===== src/hw/rtl/bdq_pkg.sv =====
// ----------------------------------------------------------------------------
// bdq_pkg
// Types and constants shared by the bounded double-ended queue modules.
// ----------------------------------------------------------------------------
package bdq_pkg;

  // Action codes carried by an input item (codes above ACT_DUMP are ignored)
  typedef enum logic [2:0] {
    ACT_PUSH_FRONT = 3'd0,
    ACT_PUSH_BACK  = 3'd1,
    ACT_POP_FRONT  = 3'd2,
    ACT_POP_BACK   = 3'd3,
    ACT_DUMP       = 3'd4
  } action_e;

  // Result status codes
  typedef enum logic [1:0] {
    STAT_OK    = 2'd0,
    STAT_EMPTY = 2'd1,
    STAT_FULL  = 2'd2
  } status_e;

  // Back-end sequencer states
  typedef enum logic {
    BS_IDLE,
    BS_DUMP
  } bstate_e;

  // Input item as seen on the ports
  typedef struct packed {
    logic [2:0]         action;
    logic signed [31:0] value;
  } in_item_t;

  // Classified command handed from front end to back end
  typedef struct packed {
    action_e            op;
    logic signed [31:0] value;
  } cmd_t;

  // Result item
  typedef struct packed {
    logic [1:0]         status;
    logic signed [31:0] element;
    logic               last;
  } out_item_t;

  // Queue depths between the parts
  localparam int unsigned CMD_DEPTH = 2;
  localparam int unsigned RES_DEPTH = 4;

endpackage


===== src/hw/rtl/bdq_ram.sv =====
// ----------------------------------------------------------------------------
// bdq_ram
// Generic simple dual-port RAM: one write port, one read port, registered read.
// ----------------------------------------------------------------------------
module bdq_ram #(
  parameter int unsigned WIDTH = 32,
  parameter int unsigned DEPTH = 64
) (
  input  logic                     clk_i,
  input  logic                     we_i,
  input  logic [$clog2(DEPTH)-1:0] waddr_i,
  input  logic [WIDTH-1:0]         wdata_i,
  input  logic                     re_i,
  input  logic [$clog2(DEPTH)-1:0] raddr_i,
  output logic [WIDTH-1:0]         rdata_o
);

  logic [WIDTH-1:0] mem_q [DEPTH];
  logic [WIDTH-1:0] rdata_q;

  // write port
  always_ff @(posedge clk_i) begin
    if (we_i) begin
      mem_q[waddr_i] <= wdata_i;
    end
  end

  // registered read port
  always_ff @(posedge clk_i) begin
    if (re_i) begin
      rdata_q <= mem_q[raddr_i];
    end
  end

  assign rdata_o = rdata_q;

endmodule


===== src/hw/rtl/bdq_fifo.sv =====
// ----------------------------------------------------------------------------
// bdq_fifo
// Small register FIFO used for the command queue and the result queue.
// ----------------------------------------------------------------------------
module bdq_fifo #(
  parameter int unsigned WIDTH = 8,
  parameter int unsigned DEPTH = 2
) (
  input  logic                       clk_i,
  input  logic                       rst_ni,
  input  logic                       push_i,
  input  logic [WIDTH-1:0]           wdata_i,
  output logic                       full_o,
  input  logic                       pop_i,
  output logic [WIDTH-1:0]           rdata_o,
  output logic                       empty_o,
  output logic [$clog2(DEPTH+1)-1:0] count_o
);

  localparam int unsigned PW = $clog2(DEPTH);
  localparam int unsigned CW = $clog2(DEPTH + 1);

  logic [WIDTH-1:0] mem_q [DEPTH];
  logic [PW-1:0]    wr_ptr_q, wr_ptr_d;
  logic [PW-1:0]    rd_ptr_q, rd_ptr_d;
  logic [CW-1:0]    cnt_q, cnt_d;
  logic             do_push, do_pop;

  assign full_o  = (cnt_q == CW'(DEPTH));
  assign empty_o = (cnt_q == '0);
  assign count_o = cnt_q;
  assign rdata_o = mem_q[rd_ptr_q];

  assign do_push = push_i && !full_o;
  assign do_pop  = pop_i && !empty_o;

  // pointer and fill-count update
  always_comb begin
    wr_ptr_d = wr_ptr_q;
    rd_ptr_d = rd_ptr_q;
    cnt_d    = cnt_q;
    if (do_push) begin
      wr_ptr_d = (wr_ptr_q == PW'(DEPTH - 1)) ? '0 : wr_ptr_q + PW'(1);
    end
    if (do_pop) begin
      rd_ptr_d = (rd_ptr_q == PW'(DEPTH - 1)) ? '0 : rd_ptr_q + PW'(1);
    end
    if (do_push && !do_pop) begin
      cnt_d = cnt_q + CW'(1);
    end else if (do_pop && !do_push) begin
      cnt_d = cnt_q - CW'(1);
    end
  end

  always_ff @(posedge clk_i or negedge rst_ni) begin
    if (!rst_ni) begin
      wr_ptr_q <= '0;
      rd_ptr_q <= '0;
      cnt_q    <= '0;
    end else begin
      wr_ptr_q <= wr_ptr_d;
      rd_ptr_q <= rd_ptr_d;
      cnt_q    <= cnt_d;
    end
  end

  // storage, no reset
  always_ff @(posedge clk_i) begin
    if (do_push) begin
      mem_q[wr_ptr_q] <= wdata_i;
    end
  end

endmodule


===== src/hw/rtl/bdq_front.sv =====
// ----------------------------------------------------------------------------
// bdq_front
// Front end: accepts input items, drops undefined actions, and queues the
// classified commands for the back end.
// ----------------------------------------------------------------------------
module bdq_front (
  input  logic              clk_i,
  input  logic              rst_ni,
  input  logic              in_push_i,
  input  bdq_pkg::in_item_t in_item_i,
  output logic              in_full_o,
  output logic              cmd_empty_o,
  output bdq_pkg::cmd_t     cmd_o,
  input  logic              cmd_pop_i
);

  localparam int unsigned CW = $clog2(bdq_pkg::CMD_DEPTH + 1);

  logic                           act_valid;
  bdq_pkg::cmd_t                  cmd_in;
  logic [$bits(bdq_pkg::cmd_t)-1:0] cmd_raw;
  logic [CW-1:0]                  cmd_cnt;

  // classify: only defined action codes enter the command queue
  assign act_valid    = (in_item_i.action <= bdq_pkg::ACT_DUMP);
  assign cmd_in.op    = bdq_pkg::action_e'(in_item_i.action);
  assign cmd_in.value = in_item_i.value;

  bdq_fifo #(
    .WIDTH ($bits(bdq_pkg::cmd_t)),
    .DEPTH (bdq_pkg::CMD_DEPTH)
  ) u_cmd_fifo (
    .clk_i   (clk_i),
    .rst_ni  (rst_ni),
    .push_i  (in_push_i && act_valid),
    .wdata_i (cmd_in),
    .full_o  (in_full_o),
    .pop_i   (cmd_pop_i),
    .rdata_o (cmd_raw),
    .empty_o (cmd_empty_o),
    .count_o (cmd_cnt)
  );

  assign cmd_o = bdq_pkg::cmd_t'(cmd_raw);

  // cmd_cnt is informational only; tie it into nothing else
  logic cmd_cnt_unused;
  assign cmd_cnt_unused = ^cmd_cnt;

endmodule


===== src/hw/rtl/bdq_back.sv =====
// ----------------------------------------------------------------------------
// bdq_back
// Back end: owns the ring store, front index and element count, carries out
// one command at a time and writes results into the result queue.
// ----------------------------------------------------------------------------
module bdq_back #(
  parameter int unsigned DEPTH = 64
) (
  input  logic               clk_i,
  input  logic               rst_ni,
  input  logic               cmd_empty_i,
  input  bdq_pkg::cmd_t      cmd_i,
  output logic               cmd_pop_o,
  output logic               res_empty_o,
  output bdq_pkg::out_item_t res_item_o,
  input  logic               res_pop_i
);

  localparam int unsigned AW  = $clog2(DEPTH);
  localparam int unsigned CW  = $clog2(DEPTH + 1);
  localparam int unsigned SW  = CW + 1;
  localparam int unsigned RCW = $clog2(bdq_pkg::RES_DEPTH + 1);

  bdq_pkg::bstate_e state_q, state_d;
  logic [AW-1:0]    front_q, front_d;
  logic [CW-1:0]    count_q, count_d;
  logic [CW-1:0]    idx_q, idx_d;
  logic             rd_pend_q, rd_pend_d;
  logic             rd_last_q, rd_last_d;

  logic             ram_we, ram_re;
  logic [AW-1:0]    ram_waddr, ram_raddr;
  logic [31:0]      ram_rdata;

  logic             is_full, is_empty, room, take, dump_last;
  logic             cmd_reads, dump_start;
  logic             dir_wr;
  bdq_pkg::status_e dir_status;

  logic                                  res_wr, res_full;
  bdq_pkg::out_item_t                    res_wdata;
  logic [$bits(bdq_pkg::out_item_t)-1:0] res_raw;
  logic [RCW-1:0]                        res_cnt;

  // ring slot of an offset from the front, modulo DEPTH
  function automatic logic [AW-1:0] wrap_add(logic [AW-1:0] base, logic [CW-1:0] off);
    logic [SW-1:0] s;
    s = SW'(base) + SW'(off);
    if (s >= SW'(DEPTH)) begin
      s = s - SW'(DEPTH);
    end
    return s[AW-1:0];
  endfunction

  assign is_full   = (count_q == CW'(DEPTH));
  assign is_empty  = (count_q == '0);
  assign dump_last = ((idx_q + CW'(1)) == count_q);

  // a read in flight still needs a slot in the result queue
  assign room = ((RCW + 1)'(res_cnt) + (RCW + 1)'(rd_pend_q)) < (RCW + 1)'(bdq_pkg::RES_DEPTH);

  assign cmd_reads  = ((cmd_i.op == bdq_pkg::ACT_POP_FRONT) ||
                       (cmd_i.op == bdq_pkg::ACT_POP_BACK)) && !is_empty;
  assign dump_start = (cmd_i.op == bdq_pkg::ACT_DUMP) && !is_empty;

  // direct results may not collide with returning read data
  assign take = (state_q == bdq_pkg::BS_IDLE) && !cmd_empty_i && room &&
                (cmd_reads || dump_start || !rd_pend_q);

  // next state
  always_comb begin
    state_d = state_q;
    unique case (state_q)
      bdq_pkg::BS_IDLE: begin
        if (take && dump_start) begin
          state_d = bdq_pkg::BS_DUMP;
        end
      end
      bdq_pkg::BS_DUMP: begin
        if (room && dump_last) begin
          state_d = bdq_pkg::BS_IDLE;
        end
      end
      default: state_d = bdq_pkg::BS_IDLE;
    endcase
  end

  // datapath and control outputs
  always_comb begin
    cmd_pop_o  = 1'b0;
    ram_we     = 1'b0;
    ram_waddr  = front_q;
    ram_re     = 1'b0;
    ram_raddr  = front_q;
    front_d    = front_q;
    count_d    = count_q;
    idx_d      = idx_q;
    rd_pend_d  = 1'b0;
    rd_last_d  = rd_last_q;
    dir_wr     = 1'b0;
    dir_status = bdq_pkg::STAT_OK;
    unique case (state_q)
      bdq_pkg::BS_IDLE: begin
        if (take) begin
          cmd_pop_o = 1'b1;
          unique case (cmd_i.op)
            bdq_pkg::ACT_PUSH_FRONT: begin
              dir_wr = 1'b1;
              if (is_full) begin
                dir_status = bdq_pkg::STAT_FULL;
              end else begin
                front_d   = (front_q == '0) ? AW'(DEPTH - 1) : front_q - AW'(1);
                ram_we    = 1'b1;
                ram_waddr = front_d;
                count_d   = count_q + CW'(1);
              end
            end
            bdq_pkg::ACT_PUSH_BACK: begin
              dir_wr = 1'b1;
              if (is_full) begin
                dir_status = bdq_pkg::STAT_FULL;
              end else begin
                ram_we    = 1'b1;
                ram_waddr = wrap_add(front_q, count_q);
                count_d   = count_q + CW'(1);
              end
            end
            bdq_pkg::ACT_POP_FRONT: begin
              if (is_empty) begin
                dir_wr     = 1'b1;
                dir_status = bdq_pkg::STAT_EMPTY;
              end else begin
                ram_re    = 1'b1;
                ram_raddr = front_q;
                rd_pend_d = 1'b1;
                rd_last_d = 1'b1;
                front_d   = (front_q == AW'(DEPTH - 1)) ? '0 : front_q + AW'(1);
                count_d   = count_q - CW'(1);
              end
            end
            bdq_pkg::ACT_POP_BACK: begin
              if (is_empty) begin
                dir_wr     = 1'b1;
                dir_status = bdq_pkg::STAT_EMPTY;
              end else begin
                ram_re    = 1'b1;
                ram_raddr = wrap_add(front_q, count_q - CW'(1));
                rd_pend_d = 1'b1;
                rd_last_d = 1'b1;
                count_d   = count_q - CW'(1);
              end
            end
            bdq_pkg::ACT_DUMP: begin
              if (is_empty) begin
                dir_wr     = 1'b1;
                dir_status = bdq_pkg::STAT_EMPTY;
              end else begin
                idx_d = '0;
              end
            end
            default: ;
          endcase
        end
      end
      bdq_pkg::BS_DUMP: begin
        // one element read per cycle while the result queue has room, front to back
        if (room) begin
          ram_re    = 1'b1;
          ram_raddr = wrap_add(front_q, idx_q);
          rd_pend_d = 1'b1;
          rd_last_d = dump_last;
          idx_d     = idx_q + CW'(1);
        end
      end
      default: ;
    endcase
  end

  // control registers
  always_ff @(posedge clk_i or negedge rst_ni) begin
    if (!rst_ni) begin
      state_q   <= bdq_pkg::BS_IDLE;
      front_q   <= '0;
      count_q   <= '0;
      idx_q     <= '0;
      rd_pend_q <= 1'b0;
    end else begin
      state_q   <= state_d;
      front_q   <= front_d;
      count_q   <= count_d;
      idx_q     <= idx_d;
      rd_pend_q <= rd_pend_d;
    end
  end

  // payload flag riding with the read
  always_ff @(posedge clk_i) begin
    rd_last_q <= rd_last_d;
  end

  bdq_ram #(
    .WIDTH (32),
    .DEPTH (DEPTH)
  ) u_ring (
    .clk_i   (clk_i),
    .we_i    (ram_we),
    .waddr_i (ram_waddr),
    .wdata_i (cmd_i.value),
    .re_i    (ram_re),
    .raddr_i (ram_raddr),
    .rdata_o (ram_rdata)
  );

  // result assembly: returning read data or a direct status result
  assign res_wr = rd_pend_q || dir_wr;
  always_comb begin
    if (rd_pend_q) begin
      res_wdata.status  = bdq_pkg::STAT_OK;
      res_wdata.element = ram_rdata;
      res_wdata.last    = rd_last_q;
    end else begin
      res_wdata.status  = dir_status;
      res_wdata.element = '0;
      res_wdata.last    = 1'b1;
    end
  end

  bdq_fifo #(
    .WIDTH ($bits(bdq_pkg::out_item_t)),
    .DEPTH (bdq_pkg::RES_DEPTH)
  ) u_res_fifo (
    .clk_i   (clk_i),
    .rst_ni  (rst_ni),
    .push_i  (res_wr),
    .wdata_i (res_wdata),
    .full_o  (res_full),
    .pop_i   (res_pop_i),
    .rdata_o (res_raw),
    .empty_o (res_empty_o),
    .count_o (res_cnt)
  );

  assign res_item_o = bdq_pkg::out_item_t'(res_raw);

  // the room check keeps the queue from overflowing; full is not needed
  logic res_full_unused;
  assign res_full_unused = res_full;

endmodule


===== src/hw/rtl/bounded_double_ended_queue_core.sv =====
// ----------------------------------------------------------------------------
// bounded_double_ended_queue_core
// Bounded double-ended queue of signed 32-bit values with push/pop at both
// ends and a front-to-back dump.
// ----------------------------------------------------------------------------
// A two-entry command queue takes items from the push side; a back-end
// sequencer carries them out one at a time against a DEPTH-entry ring RAM and
// writes results into a four-entry result queue read through empty/pop. A
// push, or any command that ends in an empty/full status, gets its result
// written directly when the back end takes it; a pop issues a RAM read whose
// value comes back through the registered read port, and pops issue back to
// back. A direct result that follows a pop waits for the read data to land.
// A dump of N elements first moves the sequencer into its dump state, then
// reads one element per cycle while the result queue has room, and gives N
// results, the last one marked. Undefined action codes are accepted and give
// no result. No clearing pass is needed after reset.
module bounded_double_ended_queue_core #(
  parameter int unsigned DEPTH = 64
) (
  input  logic               clk_i,
  input  logic               rst_ni,
  input  logic               push,
  input  bdq_pkg::in_item_t  in_item_i,
  output logic               full,
  output logic               empty,
  output bdq_pkg::out_item_t out_item_o,
  input  logic               pop
);

  logic          cmd_empty;
  logic          cmd_pop;
  bdq_pkg::cmd_t cmd;

  // front end: accept and classify
  bdq_front u_front (
    .clk_i       (clk_i),
    .rst_ni      (rst_ni),
    .in_push_i   (push),
    .in_item_i   (in_item_i),
    .in_full_o   (full),
    .cmd_empty_o (cmd_empty),
    .cmd_o       (cmd),
    .cmd_pop_i   (cmd_pop)
  );

  // back end: execute against the ring store
  bdq_back #(
    .DEPTH (DEPTH)
  ) u_back (
    .clk_i       (clk_i),
    .rst_ni      (rst_ni),
    .cmd_empty_i (cmd_empty),
    .cmd_i       (cmd),
    .cmd_pop_o   (cmd_pop),
    .res_empty_o (empty),
    .res_item_o  (out_item_o),
    .res_pop_i   (pop)
  );

  // error results always end their item
  assert property (@(posedge clk_i) disable iff (!rst_ni)
    (!empty && (out_item_o.status != bdq_pkg::STAT_OK)) |-> out_item_o.last)
    else $error("error result without last");

  // error results carry no element
  assert property (@(posedge clk_i) disable iff (!rst_ni)
    (!empty && (out_item_o.status != bdq_pkg::STAT_OK)) |-> (out_item_o.element == '0))
    else $error("error result with nonzero element");

  // only defined status codes are produced
  assert property (@(posedge clk_i) disable iff (!rst_ni)
    !empty |-> (out_item_o.status != 2'd3))
    else $error("undefined status code");

  // a command leaves the queue only when one is waiting
  assert property (@(posedge clk_i) disable iff (!rst_ni)
    cmd_pop |-> !cmd_empty)
    else $error("command taken from empty queue");

endmodule


===== config.mk =====
export PLATFORM = sky130hd
export DESIGN_NAME = bounded_double_ended_queue_core
export DESIGN_NICKNAME = d
export VERILOG_FILES = /design/src/hw/rtl/bdq_pkg.sv /design/src/hw/rtl/bdq_ram.sv /design/src/hw/rtl/bdq_fifo.sv /design/src/hw/rtl/bdq_front.sv /design/src/hw/rtl/bdq_back.sv /design/src/hw/rtl/bounded_double_ended_queue_core.sv
export SDC_FILE = /design/constraint.sdc
export NUM_CORES = 2
export LEC_CHECK = 0
export ABC_AREA = 0
export ABC_CLOCK_PERIOD_IN_PS = 13600
export BUFFER_PORTS_ARGS = -buffer_cell sky130_fd_sc_hd__clkbuf_2
export CORE_ASPECT_RATIO = 2
export CORE_MARGIN = 10
export CORE_UTILIZATION = 55
export CTS_CLUSTER_DIAMETER = 60
export DETAILED_ROUTE_END_ITERATION = 7
export HOLD_SLACK_MARGIN = 0.12
export PLACE_DENSITY = 0.76
export SYNTH_ARGS = -nofsm -noshare
export SYNTH_HDL_FRONTEND = slang
export SYNTH_SLANG_ARGS = --single-unit

===== constraint.sdc =====
create_clock -name clk_i -period 13.6 [get_ports clk_i]
set_input_delay 2.72 -clock clk_i [delete_from_list [all_inputs] [get_ports clk_i]]
set_output_delay 2.72 -clock clk_i [all_outputs]
set_load 0.05 [all_outputs]

==> results_dict.tcl <==
set metrics [dict create \
    clock_path_buffers 4 \
    post_cts_buffers 0 \
    arrival_ps 7590 \
    cts.sinks 2324 \
    vias 48470 \
    fin_crit_ps 7010 \
    syn_to_final_growth_pct 10.1 \
    grt_pass1_vias 49297 \
    critical_path_class "reg2reg" \
    r2r-start "u_back.count_q[1]" \
    drive_above_1_share 0.198 \
    htree_levels 4 \
    routed_wl_um 251000 \
    final_hold_viol_count 0 \
    end_kind "flop" \
    gr-total-overflow 0 \
    fillers 11002 \
    critPathBufInv 4 \
    slew_violations 0 \
    register_area_sq_mm 0.0696 \
    synth_seq_area_share 0.763 \
    fin_crit_sh 0.516 \
    critPathMaxStageDelay_ps 920 \
    crit_family "buffers and inverters" \
    fmax_mhz 143 \
    cap_violations 0 \
    syn-num-nets 4793 \
    tightest_slew_ps 1450 \
    avgSynthCellArea_sq_um 19.3 \
    synthFlopType "edfxtp_1" \
    powerDensity_mw_per_mm2 248 \
    crit_path_end "u_back.u_ring.rdata_o[25]" \
    nets 4951 \
    routedWlPerCell_um 35.0 \
    setup_viol 0 \
    cts-buffers-inserted 188 \
    cts_root_buf "clkbuf_16" \
    r2r_cells 13 \
    worstPathRequired_ps 14180 \
    grt_start_max_net_pins 128 \
    fin_skew_ps 56.5 \
    dp_hpwl_um 145000 \
    ant_nets 0 \
    critPathMaxFanout 103 \
    die_h_um 596 \
    grt_usage 0.272 \
    final_cell_mix "edfxtp_1 (2291), nand2_1 (410), mux4_2 (363), mux2i_1 (303), clkbuf_16 (192)" \
    fin_setup_tns_ps 0 \
    post-place-ws_ps 6660 \
    syn-cell-area_sq_mm 0.0913 \
    rrSetupSlack_ps 6590 \
    fin_cells 7165 \
    ios 76 \
    rows 211 \
    routed.top_layer "met5" \
    async_reset_ff_frac 0.0142 \
    port_buffers 75 \
    routed-wl-met3_um 21000 \
    dr.pass1.iters 8 \
    fin_ws_ps 6590 \
    final_common_cell "edfxtp_1" \
    drt-met1-wl_um 74800 \
    slew_headroom 0.0356 \
    cp-start-kind "flop" \
    hold_slack_ps 523 \
    insertion_delay_ps 850 \
    timing.rr.end "u_back.u_ring.rdata_o[25]" \
    initial_core_util 0.553 \
    grt_first_pass_wirelength_um 354000 \
    outcome "complete, no violations" \
    path_clk_slew_ps 70 \
    p_leak_nw 32.2 \
    gp_congestion 0.944 \
    synth_cell_type_count 78 \
    cts_resized 0 \
    worstSetupStartpoint "u_back.count_q[1]" \
    met2_length_um 129000 \
    ys_ff_latch 2324 \
    antenna_found_initial 14 \
    yosysWarnings 0 \
    crit_slowest_cell "buf_4" \
    syn_inst 4722 \
    synth_edf_count 2291 \
    dp.cells 6820 \
    cp_cell_sequence "inv_1 > ha_1 > nor3b_2 > a21oi_1 > a31o_2 > o21ai_4 > buf_12 > buf_4 > buf_4 > mux4_2 > mux2i_1 > o22ai_1 > or4_1" \
    min_path_type "reg2reg" \
    cp_num_cells 13 \
    crit_path_frequent_cell "buf_4" \
    drc 0 \
    drtIter0Drc 5955 \
    core_sq_mm 0.165 \
    tritoncts "yes" \
    hold_buffers 0 \
    ir_drop_uv 256 \
    dieArea_sq_mm 0.184 \
    rsz0062_at_grt "no" \
    via_per_inst 6.76 \
    dieWidth_um 308 \
    multi_input_comb_area_sq_mm 0.0207 \
    utilization 0.609 \
]
[cells in the mapped netlist, drive strengths merged (16+ instances only)]
library cell,instances,share of area
edfxtp,2291,0.75
nand2,411,0.017
mux4,376,0.093
mux2i,303,0.033
buf,171,0.013
nand3,128,0.0070
nor2,112,0.0047
clkbuf,91,0.0037
o22ai,79,0.0054
a21oi,66,0.0036
o21ai,63,0.0035
and2,59,0.0040
mux2,52,0.0064
a31oi,36,0.0025
or4,35,0.0029
dfrtp,33,0.0090
ha,28,0.0038
xnor2,26,0.0025
a32oi,25,0.0024
nand4,25,0.0017
o2111ai,23,0.0022
nand2b,19,0.0013
xor2,19,0.0018
inv,18,0.00074
o31ai,18,0.0015
a211oi,16,0.0013
a221oi,16,0.0015
[worst min path at each step]
stage | from | end | slack (ps) | cells past startpoint
finish | u_back.idx_q[6] | u_back.idx_q[6] | 520 | 1
global route | u_back.idx_q[6] | u_back.idx_q[6] | 550 | 1
CTS | u_back.idx_q[6] | u_back.idx_q[6] | 520 | 1
detailed placement | u_back.idx_q[6] | u_back.idx_q[6] | 510 | 1
global placement | u_back.idx_q[6] | u_back.idx_q[6] | 500 | 1
floorplan | u_front.u_cmd_fifo.wr_ptr_q | u_front.u_cmd_fifo.wr_ptr_q | 460 | 1
[cell families after synthesis]
kind of cell    share of synthesized area
compound gates                     0.0341
xor+xnor                          0.00432
fa+ha+maj                         0.00472
buf+inv                            0.0172
flops                               0.763
mux                                 0.133
simple gates                       0.0438
[cell type report]
class | instances | share of cell area
Multi-Input combinational cell | 2118 | 0.206
Tap cell | 2130 | 0.0265
Clock inverter | 86 | 0.00705
Antenna cell | 17 | 0.000423
Clock buffer | 242 | 0.0498
Sequential cell | 2324 | 0.693
Timing Repair Buffer | 230 | 0.0162
Inverter | 18 | 0.000672
[layer usage]
layer  vias up  global-route usage
li1      19479                   -
met5         -                   0
met3       961              0.0466
met1     24932               0.286
met2      3094               0.464
met4         4               0.240
[state kept, by name, indices dropped and copies added, names as in the netlist]
register,flops
u_back.u_ring.mem_q,2048
u_back.u_res_fifo.mem_q,140
u_front.u_cmd_fifo.mem_q,70
u_back.u_ring.rdata_o,32
u_back.count_q,7
u_back.idx_q,7
u_back.front_q,6
u_back.u_res_fifo.count_o,3
u_back.u_res_fifo.rd_ptr_q,2
u_back.u_res_fifo.wr_ptr_q,2
u_front.u_cmd_fifo.count_o,2
u_back.rd_last_q,1
u_back.rd_pend_q,1
u_back.state_q,1
u_front.u_cmd_fifo.rd_ptr_q,1
u_front.u_cmd_fifo.wr_ptr_q,1
[through the flow]
stage               instance area [sq um]  total power (W)
global placement                    94700           0.0194
finish                             100000           0.0249
detailed placement                  94700           0.0196
CTS                                100000           0.0248
floorplan                           91300           0.0160
global route                       100000           0.0256
[power by group]
part	leakage (nW)	internal, W	switching [W]	total (W)
Combinational	8.38	0.00357	0.00697	0.0105
Clock	2.78	0.00280	0.00243	0.00523
Sequential	21.1	0.00893	0.000204	0.00913
Total	32.2	0.0153	0.00960	0.0249
No activity file was read; power rests on OpenSTA's default activity.
